## src/design/pjqs_pkg.sv

```systemverilog
package pjqs_pkg;

  localparam int PUMP_W = 4;
  localparam int SEC_W  = 16;
  localparam int TPS_W  = 20;
  localparam int LVL_OUT_W = 3;
  localparam int CFG_IDX_W = 1;

  localparam logic [TPS_W-1:0] TPS_RESET    = 20'd1000;
  localparam logic [SEC_W-1:0] MANUAL_RESET = 16'd60;

  // action codes
  localparam logic [1:0] ACT_TICK       = 2'd0;
  localparam logic [1:0] ACT_PUSH       = 2'd1;
  localparam logic [1:0] ACT_MANUAL_ON  = 2'd2;
  localparam logic [1:0] ACT_MANUAL_OFF = 2'd3;

  // config register indexes
  localparam logic [CFG_IDX_W-1:0] REG_TICKS_PER_SECOND   = 1'b0;
  localparam logic [CFG_IDX_W-1:0] REG_MANUAL_RUN_SECONDS = 1'b1;

  typedef struct packed {
    logic [1:0]        action;
    logic [PUMP_W-1:0] pump_index;
    logic [SEC_W-1:0]  run_seconds;
  } in_word_t;

  typedef struct packed {
    logic                 accepted;
    logic                 pump_on;
    logic [PUMP_W-1:0]    active_pump;
    logic                 job_ended;
    logic [LVL_OUT_W-1:0] queue_level;
  } out_word_t;

  typedef struct packed {
    logic [PUMP_W-1:0] pump;
    logic [SEC_W-1:0]  seconds;
  } queue_entry_t;

  // controller -> datapath
  typedef struct packed {
    logic exec;   // process the accepted word
    logic start;  // start the head job from the read register
  } ctl_cmd_t;

  // datapath -> controller
  typedef struct packed {
    logic start_needed;  // current word is a tick that pops the head job
  } ctl_sts_t;

endpackage

```

## src/design/pjqs_ctrl.sv

```systemverilog
module pjqs_ctrl (
  input  logic               clk,
  input  logic               rst,
  input  logic               in_valid,
  output logic               in_stall,
  output logic               out_valid,
  input  logic               out_stall,
  input  pjqs_pkg::ctl_sts_t sts,
  output pjqs_pkg::ctl_cmd_t cmd
);

  typedef enum logic {
    ST_IDLE,
    ST_FETCH
  } state_t;

  state_t state;
  logic   accept;

  assign in_stall  = !(state == ST_IDLE && (!out_valid || !out_stall));
  assign accept    = in_valid && !in_stall;
  assign cmd.exec  = accept;
  assign cmd.start = (state == ST_FETCH);

  always_ff @(posedge clk) begin
    if (rst) begin
      state     <= ST_IDLE;
      out_valid <= 1'b0;
    end else begin
      case (state)
        ST_IDLE: begin
          if (accept && sts.start_needed) begin
            state <= ST_FETCH;
          end
        end
        ST_FETCH: begin
          state <= ST_IDLE;
        end
        default: begin
          state <= ST_IDLE;
        end
      endcase
      if ((accept && !sts.start_needed) || cmd.start) begin
        out_valid <= 1'b1;
      end else if (!out_stall) begin
        out_valid <= 1'b0;
      end
    end
  end

endmodule

```

## src/design/pjqs_datapath.sv

```systemverilog
module pjqs_datapath #(
  parameter int QUEUE_SLOTS = 8,
  parameter int PUMP_COUNT  = 4
) (
  input  logic                               clk,
  input  logic                               rst,
  input  pjqs_pkg::in_word_t                 in_word,
  input  logic                               cfg_valid,
  input  logic [pjqs_pkg::CFG_IDX_W-1:0]     cfg_index,
  input  logic [pjqs_pkg::TPS_W-1:0]         cfg_data,
  input  pjqs_pkg::ctl_cmd_t                 cmd,
  output pjqs_pkg::ctl_sts_t                 sts,
  output pjqs_pkg::out_word_t                out_word
);

  localparam int PTR_W = $clog2(QUEUE_SLOTS);
  localparam int LVL_W = (PTR_W + 1 > pjqs_pkg::LVL_OUT_W) ? PTR_W + 1 : pjqs_pkg::LVL_OUT_W;
  localparam int PW  = pjqs_pkg::PUMP_W;
  localparam int SW  = pjqs_pkg::SEC_W;
  localparam int TW  = pjqs_pkg::TPS_W;

  // job ring, no reset: an entry is read only after it was written
  pjqs_pkg::queue_entry_t mem [QUEUE_SLOTS];
  pjqs_pkg::queue_entry_t rd_entry;

  logic [TW-1:0]    tps;
  logic [SW-1:0]    manual_secs;
  logic [PTR_W-1:0] head, tail;
  logic             running;
  logic [PW-1:0]    cur_pump;
  logic [SW-1:0]    cur_dur;
  logic [TW-1:0]    tick_count;
  logic [SW-1:0]    sec_count;
  logic             stop_req;

  logic [PTR_W-1:0] head_next, tail_next, head_inc, tail_inc;
  logic             running_next, stop_next;
  logic [PW-1:0]    cur_pump_next;
  logic [SW-1:0]    cur_dur_next, sec_next, sec_inc;
  logic [TW-1:0]    tick_next, tps_eff;
  logic [TW:0]      tick_inc;
  logic             pump_ok, full, empty, second_done;
  logic             wr_en, accepted, ended, commit;
  logic [SW-1:0]    wr_secs;
  logic [LVL_W-1:0] level;
  pjqs_pkg::out_word_t out_next;

  assign pump_ok  = {1'b0, in_word.pump_index} < (PW + 1)'(PUMP_COUNT);
  assign tail_inc = (tail == PTR_W'(QUEUE_SLOTS - 1)) ? '0 : tail + 1'b1;
  assign head_inc = (head == PTR_W'(QUEUE_SLOTS - 1)) ? '0 : head + 1'b1;
  assign full     = (tail_inc == head);
  assign empty    = (head == tail);
  assign tps_eff  = (tps == '0) ? TW'(1) : tps;
  assign tick_inc = {1'b0, tick_count} + (TW + 1)'(1);
  assign sec_inc  = sec_count + SW'(1);
  assign second_done = (tick_inc >= {1'b0, tps_eff});
  assign commit   = cmd.exec || cmd.start;

  assign sts.start_needed = (in_word.action == pjqs_pkg::ACT_TICK) && !running && !empty;

  always_comb begin
    head_next     = head;
    tail_next     = tail;
    running_next  = running;
    stop_next     = stop_req;
    cur_pump_next = cur_pump;
    cur_dur_next  = cur_dur;
    tick_next     = tick_count;
    sec_next      = sec_count;
    wr_en         = 1'b0;
    wr_secs       = in_word.run_seconds;
    accepted      = 1'b0;
    ended         = 1'b0;
    if (cmd.start) begin
      accepted      = 1'b1;
      running_next  = 1'b1;
      cur_pump_next = rd_entry.pump;
      cur_dur_next  = rd_entry.seconds;
      head_next     = head_inc;
      stop_next     = 1'b0;
      tick_next     = '0;
      sec_next      = '0;
    end else begin
      case (in_word.action)
        pjqs_pkg::ACT_TICK: begin
          accepted = 1'b1;
          if (running) begin
            if (stop_req) begin
              // stop wins over a normal end; flush the queue
              running_next = 1'b0;
              ended        = 1'b1;
              head_next    = tail;
              stop_next    = 1'b0;
            end else if (second_done) begin
              tick_next = '0;
              sec_next  = sec_inc;
              if (sec_inc >= cur_dur) begin
                running_next = 1'b0;
                ended        = 1'b1;
              end
            end else begin
              tick_next = tick_inc[TW-1:0];
            end
          end
        end
        pjqs_pkg::ACT_PUSH: begin
          if (pump_ok && in_word.run_seconds != '0 &&
              in_word.run_seconds <= manual_secs && !full) begin
            accepted  = 1'b1;
            wr_en     = 1'b1;
            tail_next = tail_inc;
          end
        end
        pjqs_pkg::ACT_MANUAL_ON: begin
          if (pump_ok && !running) begin
            accepted = 1'b1;
            // acknowledged even when nothing could be queued
            if (!full && manual_secs != '0) begin
              wr_en     = 1'b1;
              wr_secs   = manual_secs;
              tail_next = tail_inc;
            end
          end
        end
        pjqs_pkg::ACT_MANUAL_OFF: begin
          if (pump_ok) begin
            accepted  = 1'b1;
            stop_next = 1'b1;
          end
        end
        default: begin
        end
      endcase
    end
    // waiting jobs, modulo the ring size
    level = LVL_W'(tail_next) - LVL_W'(head_next);
    if (tail_next < head_next) begin
      level = level + LVL_W'(QUEUE_SLOTS);
    end
    out_next.accepted    = accepted;
    out_next.pump_on     = running_next;
    out_next.active_pump = running_next ? cur_pump_next : '0;
    out_next.job_ended   = ended;
    out_next.queue_level = level[pjqs_pkg::LVL_OUT_W-1:0];
  end

  always_ff @(posedge clk) begin
    if (cmd.exec && !cmd.start && wr_en) begin
      mem[tail] <= '{pump: in_word.pump_index, seconds: wr_secs};
    end
    rd_entry <= mem[head];
    if (commit) begin
      out_word <= out_next;
    end
  end

  always_ff @(posedge clk) begin
    if (rst) begin
      tps         <= pjqs_pkg::TPS_RESET;
      manual_secs <= pjqs_pkg::MANUAL_RESET;
      head        <= '0;
      tail        <= '0;
      running     <= 1'b0;
      cur_pump    <= '0;
      cur_dur     <= '0;
      tick_count  <= '0;
      sec_count   <= '0;
      stop_req    <= 1'b0;
    end else begin
      if (cfg_valid && cfg_index == pjqs_pkg::REG_TICKS_PER_SECOND) begin
        tps <= cfg_data;
      end
      if (cfg_valid && cfg_index == pjqs_pkg::REG_MANUAL_RUN_SECONDS) begin
        manual_secs <= cfg_data[SW-1:0];
      end
      if (commit) begin
        head       <= head_next;
        tail       <= tail_next;
        running    <= running_next;
        cur_pump   <= cur_pump_next;
        cur_dur    <= cur_dur_next;
        tick_count <= tick_next;
        sec_count  <= sec_next;
        stop_req   <= stop_next;
      end
    end
  end

endmodule

```

## src/design/pump_job_queue_sequencer.sv

```systemverilog
// Results: each result word is registered; a tick that starts the head job
//   first waits in the fetch state for the registered read of the job ring.
// Throughput: one word per cycle while no result is held; the input stalls during a fetch.
// Reset (rst, synchronous, active high): queue empty, no job running, no stop
//   pending, ticks_per_second = 1000, manual_run_seconds = 60. Ring contents
//   are not cleared; no clearing pass is needed.
module pump_job_queue_sequencer #(
  parameter int QUEUE_SLOTS = 8,
  parameter int PUMP_COUNT  = 4
) (
  input  logic                           clk,
  input  logic                           rst,
  // input words
  input  logic                           in_valid,
  output logic                           in_stall,
  input  pjqs_pkg::in_word_t             in_word,
  // result words
  output logic                           out_valid,
  input  logic                           out_stall,
  output pjqs_pkg::out_word_t            out_word,
  // register writes: 0 ticks_per_second, 1 manual_run_seconds
  input  logic                           cfg_valid,
  output logic                           cfg_ready,
  input  logic [pjqs_pkg::CFG_IDX_W-1:0] cfg_index,
  input  logic [pjqs_pkg::TPS_W-1:0]     cfg_data
);

  pjqs_pkg::ctl_cmd_t cmd;
  pjqs_pkg::ctl_sts_t sts;

  // Registers are plain flops, so writes are always accepted.
  assign cfg_ready = 1'b1;

  // Controller: handshakes, result-valid flag, and the fetch state that
  // waits for the ring read before a job starts.
  pjqs_ctrl u_ctrl (
    .clk       (clk),
    .rst       (rst),
    .in_valid  (in_valid),
    .in_stall  (in_stall),
    .out_valid (out_valid),
    .out_stall (out_stall),
    .sts       (sts),
    .cmd       (cmd)
  );

  // Datapath: job ring, pointers, tick and second counters, config
  // registers and the result register.
  pjqs_datapath #(
    .QUEUE_SLOTS (QUEUE_SLOTS),
    .PUMP_COUNT  (PUMP_COUNT)
  ) u_datapath (
    .clk       (clk),
    .rst       (rst),
    .in_word   (in_word),
    .cfg_valid (cfg_valid && cfg_ready),
    .cfg_index (cfg_index),
    .cfg_data  (cfg_data),
    .cmd       (cmd),
    .sts       (sts),
    .out_word  (out_word)
  );

endmodule

```

## config.mk

```make
export PLATFORM = sky130hd
export DESIGN_NAME = pump_job_queue_sequencer
export DESIGN_NICKNAME = d
export VERILOG_FILES = /design/src/design/pjqs_pkg.sv /design/src/design/pjqs_ctrl.sv /design/src/design/pjqs_datapath.sv /design/src/design/pump_job_queue_sequencer.sv
export SDC_FILE = /design/constraint.sdc
export NUM_CORES = 1
export LEC_CHECK = 0
export ABC_AREA = 1
export BUFFER_PORTS_ARGS = -buffer_cell sky130_fd_sc_hd__buf_4
export CORE_MARGIN = 2
export CORE_UTILIZATION = 65
export CTS_CLUSTER_SIZE = 10
export DETAILED_ROUTE_END_ITERATION = 10
export GPL_TIMING_DRIVEN = 0
export HOLD_SLACK_MARGIN = 0.02
export PLACE_DENSITY_LB_ADDON = 0.15
export RECOVER_POWER = 50
export SLEW_MARGIN = 20
export SYNTH_ARGS = -nofsm -noshare
export SYNTH_HDL_FRONTEND = slang
export SYNTH_SLANG_ARGS = --single-unit
```

## constraint.sdc

```tcl
create_clock -name clk -period 10.3 [get_ports clk]
set_input_delay 1.03 -clock clk [delete_from_list [all_inputs] [get_ports clk]]
set_output_delay 1.03 -clock clk [all_outputs]
set_load 0.1 [all_outputs]
```

== Word level (Yosys, flattened, before mapping) ==
Memory sizes are Yosys's and may differ from the RTL's. A register that Yosys moved wholly into a read port is not among the register bits.
Cells that the tools add are included.
Word-level totals
  bits in writable memories: 160
  memories kept: 1
  register bits after elaboration: 112
  bits of input ports: 48
Cells by class
  $lt $le $gt $ge: 5
  bitwise operators: 4
  muxes and demuxes: 55
  eq/ne operators: 11
  add/sub/neg operators: 6
  reduce and logical (&&, ||, !) cells: 39
Memories
  u_datapath.mem: words 8, width 20, read ports 1, clocked after memory_dff 1, wr ports 1, RTL line pjqs_datapath.sv:23  | pjqs_pkg::queue_entry_t mem [QUEUE_SLOTS];
Operators by type and width (count)
  $mux 16: 9
  $mux 20: 6
  $mux 3: 11
  $reduce_bool 16->1: 2
  $mux 1: 23
  $add 20x1->21 const B: 1
  $ge 21x20->1: 1
  $logic_not 20->1: 1
  $add 16x1->16 const B: 1
  $ge 16x16->1: 1
  $le 16x16->1: 1
  $logic_and 1x1->1: 15
  $add 3x1->3 const B: 3
  $logic_not 1->1: 8
  $reduce_and 4->1: 2
  $eq 3x3->1: 2
  $eq 3x3->1 const B: 2
  $ne 3x2->1 const B: 2
  $pmux 1 s2: 3
  $pmux 3 s2: 1
  $reduce_bool 2->1: 3
  $reduce_and 5->1: 1
  $eq 2x2->1 const B: 2
  $lt 4x3->1 const B: 1
  13 further kinds: 18

== Longest topological paths before layout ==
  depth in word-level cells: 12
  depth in mapped cells: 24
  gate-level depth less buffers: 23

== Modules after synthesis ==
From an unflattened synthesis, not the netlist that was laid out.
Second synthesis, totals
  cells, all modules: 1491
  area, all modules: 13545.5 um2
By module, submodules not included
  pjqs_datapath: cells an instance 1474, sequential area each 7507.2 um2, area an instance 13421.6 um2, times used 1
  pjqs_ctrl: cells an instance 15, sequential area each 40.0 um2, area an instance 112.6 um2, times used 1
  pump_job_queue_sequencer: cells an instance 2, sequential area each 0.0 um2, area an instance 11.3 um2, times used 1

== Worst setup path before layout ==
OpenSTA, ideal clock, no wires.
  kind: input to register
  start point: input in_word[5] (netlist bit)
  end point: memory u_datapath.mem[3][0] (netlist bit) (enable)
  slack: 6.300 ns
  path buffers: 0
  library setup time: 0.422 ns
  required time: 9.878 ns
  cell stages on the path: 11
  arrival: 3.578 ns
  path through: ha_1 a21o_1 a21oi_1 nand2_1 nand2_1 nand2_1 nand2_1 nand3_1 nand2_1 nand4_1 nor3_1
Between the ends
  word-level cells in the longest chain between the ends: 10
RTL lines
  start: declaration: RTL line pump_job_queue_sequencer.sv:16  | input pjqs_pkg::in_word_t in_word,
  branches (longest 2 deep; another with $le 16x16->1)
  $logic_and 1x1->1 (*): RTL line pjqs_datapath.sv:107  | if (pump_ok && in_word.run_seconds != '0 &&
  $logic_and 1x1->1 (*): RTL line pjqs_datapath.sv:108  | in_word.run_seconds <= manual_secs && !full) begin
  $mux 1 (*): RTL line pjqs_datapath.sv:107
  $pmux 1 s2 (*): RTL line pjqs_datapath.sv:84  | case (in_word.action)
  $mux 1 (*): RTL line pjqs_datapath.sv:74  | if (cmd.start) begin
  $logic_and 1x1->1 (*): RTL line pjqs_datapath.sv:148  | if (cmd.exec && !cmd.start && wr_en) begin
  $mux 1 (*): RTL line pjqs_datapath.sv:148
  $mux 1 (not written as such) (*): RTL line pjqs_datapath.sv:149  | mem[tail] <= '{pump: in_word.pump_index, seconds: wr_secs};
  end: declaration: RTL line pjqs_datapath.sv:23
Every way passes the cells marked *.

== Worst setup path in the final report ==
  start point: input in_word[15] (netlist bit)
  end point: memory u_datapath.mem[6][2] (netlist bit) (enable)
Same word-level chain as after synthesis.

==> results.sh <==
export IMPL_finalCritPeriodShare_pct=35.6
export IMPL_relSlewSlack_pct=9.64
export IMPL_fin_crit_ps=3670
export IMPL_port_buffer_count=58
export IMPL_pre_cts_ws_ps=6440
export IMPL_cp_required_ps=10530
export IMPL_worstPathArrival_ps=3900
export IMPL_grt_max_degree=14
export IMPL_dpl_cell_count=1855
export IMPL_layout_setup_ws_ps=6630
export IMPL_cts_setup_buffers=0
export IMPL_io_pins=61
export IMPL_path_buf_inv=4
export IMPL_synth_top_cell_area_share_pct=37.3
export IMPL_dp_hpwl_um=25200
export IMPL_hold_buffers=0
export IMPL_timing_hold_ws_ps=472
export IMPL_post_route_util_pct=74.7
export IMPL_vias=11100
export IMPL_endpoint_kind="register"
export IMPL_hold_depth=2
export IMPL_via_per_inst=5.80
export IMPL_leakagePower_nw=6.35
export IMPL_cp_start_kind="input port"
export IMPL_hp_class="reg2reg"
export IMPL_synth_seq_cells=292
export IMPL_wl_per_cell_um=18.4
export IMPL_clkLatencyLatePin_ps=530
export IMPL_peakVddDrop_mv=0.190
export IMPL_antenna_found_initial=0
export IMPL_core_area_mm2=0.0208
export IMPL_cpPeakStageDelay_ps=920
export IMPL_rows=53
export IMPL_synth_seq_area_share_pct=55.1
export IMPL_placed_cell_area_mm2=0.0147
export IMPL_grt_ovfl_total=0
export IMPL_setup_violations=0
export IMPL_worstSetupPathType="in2reg"
export IMPL_drt_first_pass_iters=7
export IMPL_worst_r2r_setup_slack_ps=6640
export IMPL_synth_cells=1506
export IMPL_yosysUniqueCellTypes=42
export IMPL_h_tree_depth=2
export IMPL_p_int_mw=2.01
export IMPL_diodes=0
export IMPL_die_x_um=149
export IMPL_wl_um=35300
export IMPL_clockPowerShare_pct=41.1
export IMPL_start_util_pct=65.8
export IMPL_fin_skew_ps=18.3
export IMPL_power_density_mw_per_mm2=175
export IMPL_synth_top_cells_by_area="edfxtp_1 (37%), dfxtp_1 (18%), nor2_1 (6.1%), ha_1 (5.8%), o21ai_0 (5.6%)"
export IMPL_finalPower_mw=2.72
export IMPL_pwr_share_seq_pct=47.5
export IMPL_gp_congestion=0.936
export IMPL_drt_iter0_markers=1027
export IMPL_cpMaxStageDelayCell="nor3_1"
export IMPL_syn_area_per_cell_um2=9.10
export IMPL_worst_r2r_endpoint="u_datapath.out_word[6]"
export IMPL_post_cts_resized=0
export IMPL_final_cells=1914
export IMPL_pwr_share_comb_pct=11.4
export IMPL_min_to="u_datapath.cur_dur[0]"
export IMPL_syn_to_final_growth_pct=13.5
export IMPL_cts_root_buffer="clkbuf_16"
export IMPL_cts_tree="yes"
export IMPL_grt_pass1_vias=10500
export IMPL_die_h_um=149
export IMPL_drive_gt1_share_pct=7.81
export IMPL_slew_viol_final=0
export IMPL_r2r_start="u_datapath.tick_count[0]"
export IMPL_design_area_mm2=0.0155
export IMPL_clkTransAtPathRegs_ps=50
export IMPL_nNetsFinal=1729
export IMPL_status="completed"
export IMPL_layout_commonest_cell="nor2_1"
export IMPL_grt_pass1_wl_um=54700
export IMPL_fp_dieArea_mm2=0.0223
export IMPL_tightest_slew_ps=1340
export IMPL_maxCapViolCount=0
export IMPL_crit_chain="clkbuf_1 -> ha_1 -> nand2_1 -> nor2_1 -> nand4_1 -> inv_1 -> nand4_1 -> nand2_1 -> nand3_1 -> nand2_1 -> nand4_1 -> nor3_1 -> buf_6 -> buf_6"
export IMPL_finalHoldViolCount=0
export IMPL_yosys_warnings=0
export IMPL_track_usage_pct=31.7
export IMPL_fin_tns_setup_ps=0
export IMPL_synth_area_mm2=0.0137
export IMPL_synth_top_cell_by_area="edfxtp_1"
export IMPL_syn_nets=1618
export IMPL_clock_sinks=292
export IMPL_switching_share_pct=26.1
export IMPL_critPathTopFamily="simple AND/OR/NAND/NOR gates"
export IMPL_crit_fanout=9
export IMPL_drcViolationCount=0
export IMPL_final_cell_mix="nor2_1 (224), nand2_1 (200), edfxtp_1 (170)"
export IMPL_max_freq_mhz=272
export IMPL_cts_buffer_depth=3
export IMPL_worstHoldStart="u_datapath.rd_entry[0]"
export IMPL_rsz0062_at_grt="false"
export IMPL_ff2ff_path_depth=21
export IMPL_cts_buffers=35
export IMPL_num_fill_cells=1528
export IMPL_ant_nets=0
export IMPL_switching_power_mw=0.712
-- how the worst max path moves through the flow --
stage                                  start                     end  slack [ps]  depth (start not counted)
floorplan                         in_word[5]    u_datapath.mem[3][0]        6300                         11
global placement                 in_word[15]    u_datapath.mem[7][3]        4830                         12
detailed placement               in_word[15]    u_datapath.mem[6][4]        6440                         14
CTS                 u_datapath.tick_count[0]  u_datapath.out_word[6]        6700                         21
global route        u_datapath.tick_count[0]  u_datapath.out_word[6]        6340                         21
finish                           in_word[15]    u_datapath.mem[6][2]        6630                         14
-- cells in the mapped netlist, drive strengths merged --
cell / n
a21o: 3
a21oi: 112
a31oi: 21
a41o: 1
and2: 2
and3: 1
buf: 17
clkbuf: 55
clkinv: 1
conb: 1
dfxtp: 122
edfxtp: 170
fa: 1
ha: 63
inv: 160
mux2i: 4
nand2: 207
nand3: 41
nand4: 40
nor2: 229
nor3: 22
nor4: 10
o211ai: 12
o21ai: 153
o22ai: 22
o31ai: 1
or2: 2
xnor2: 8
xor2: 25
-- cells by family after synthesis --
kind of cell | synth area share [%]
compound gates | 12.7
xor+xnor | 2.11
fa+ha+maj | 5.90
buf+inv | 6.64
flops | 55.1
mux | 0.292
other cells | 0.0274
simple gates | 17.3
-- worst register-to-register path, stage by stage (launching register included) --
cell and delay [ps]:
dfxtp_1 530, ha_1 310, nand2_2 110, nor2_4 140, nand4_1 190, nor3_1 220, xor2_1 160, inv_1 100
ha_1 320, nand2_1 90, inv_1 100, o21ai_0 90, nand2_1 80, nand4_1 120, nand2_2 140, inv_1 60
nand3_1 120, nand2_1 90, nand2_1 90, nand2_1 80, nand2_1 190, nor2_1 70
-- power by group through the flow --
stage	sequential (mW)	combinational [mW]	clock (mW)
floorplan	1.34	0.170	0
global placement	1.32	0.299	0
detailed placement	1.32	0.308	0
CTS	1.29	0.311	1.12
global route	1.30	0.337	1.16
finish	1.29	0.310	1.12
-- sequential cells by signal, summed over array words and instances (netlist names) --
name,cells
u_datapath.mem,160
u_ctrl.out_valid,1
u_datapath.running,1
u_datapath.manual_secs,16
u_datapath.sec_count,16
u_datapath.tick_count,20
u_datapath.tail,3
u_ctrl.state,1
u_datapath.cur_pump,4
u_datapath.head,3
u_datapath.cur_dur,16
u_datapath.tps,20
u_datapath.out_word,10
u_datapath.rd_entry,20
u_datapath.stop_req,1
-- metal layers --
metal	global-route usage, %	vias up	part of all wire (%)
met5	0	-	0
met1	41.3	5153	41
met3	4.89	103	7.2
met4	11.1	0	3.6
met2	54.4	498	49
li1	-	5346	-
-- layout make-up --
cell class                      instances  area [um^2]  share of cell area, %
Sequential cell                       292         7550                   48.5
Multi-Input combinational cell        981         5230                   33.6
Clock buffer                           55          971                   6.24
Inverter                              161          604                   3.89
Timing Repair Buffer                   74          495                   3.19
Tap cell                              275          344                   2.21
Buffer                                 72          297                   1.91
Clock inverter                          4         57.6                  0.370
(Power assumes the default switching activity.)
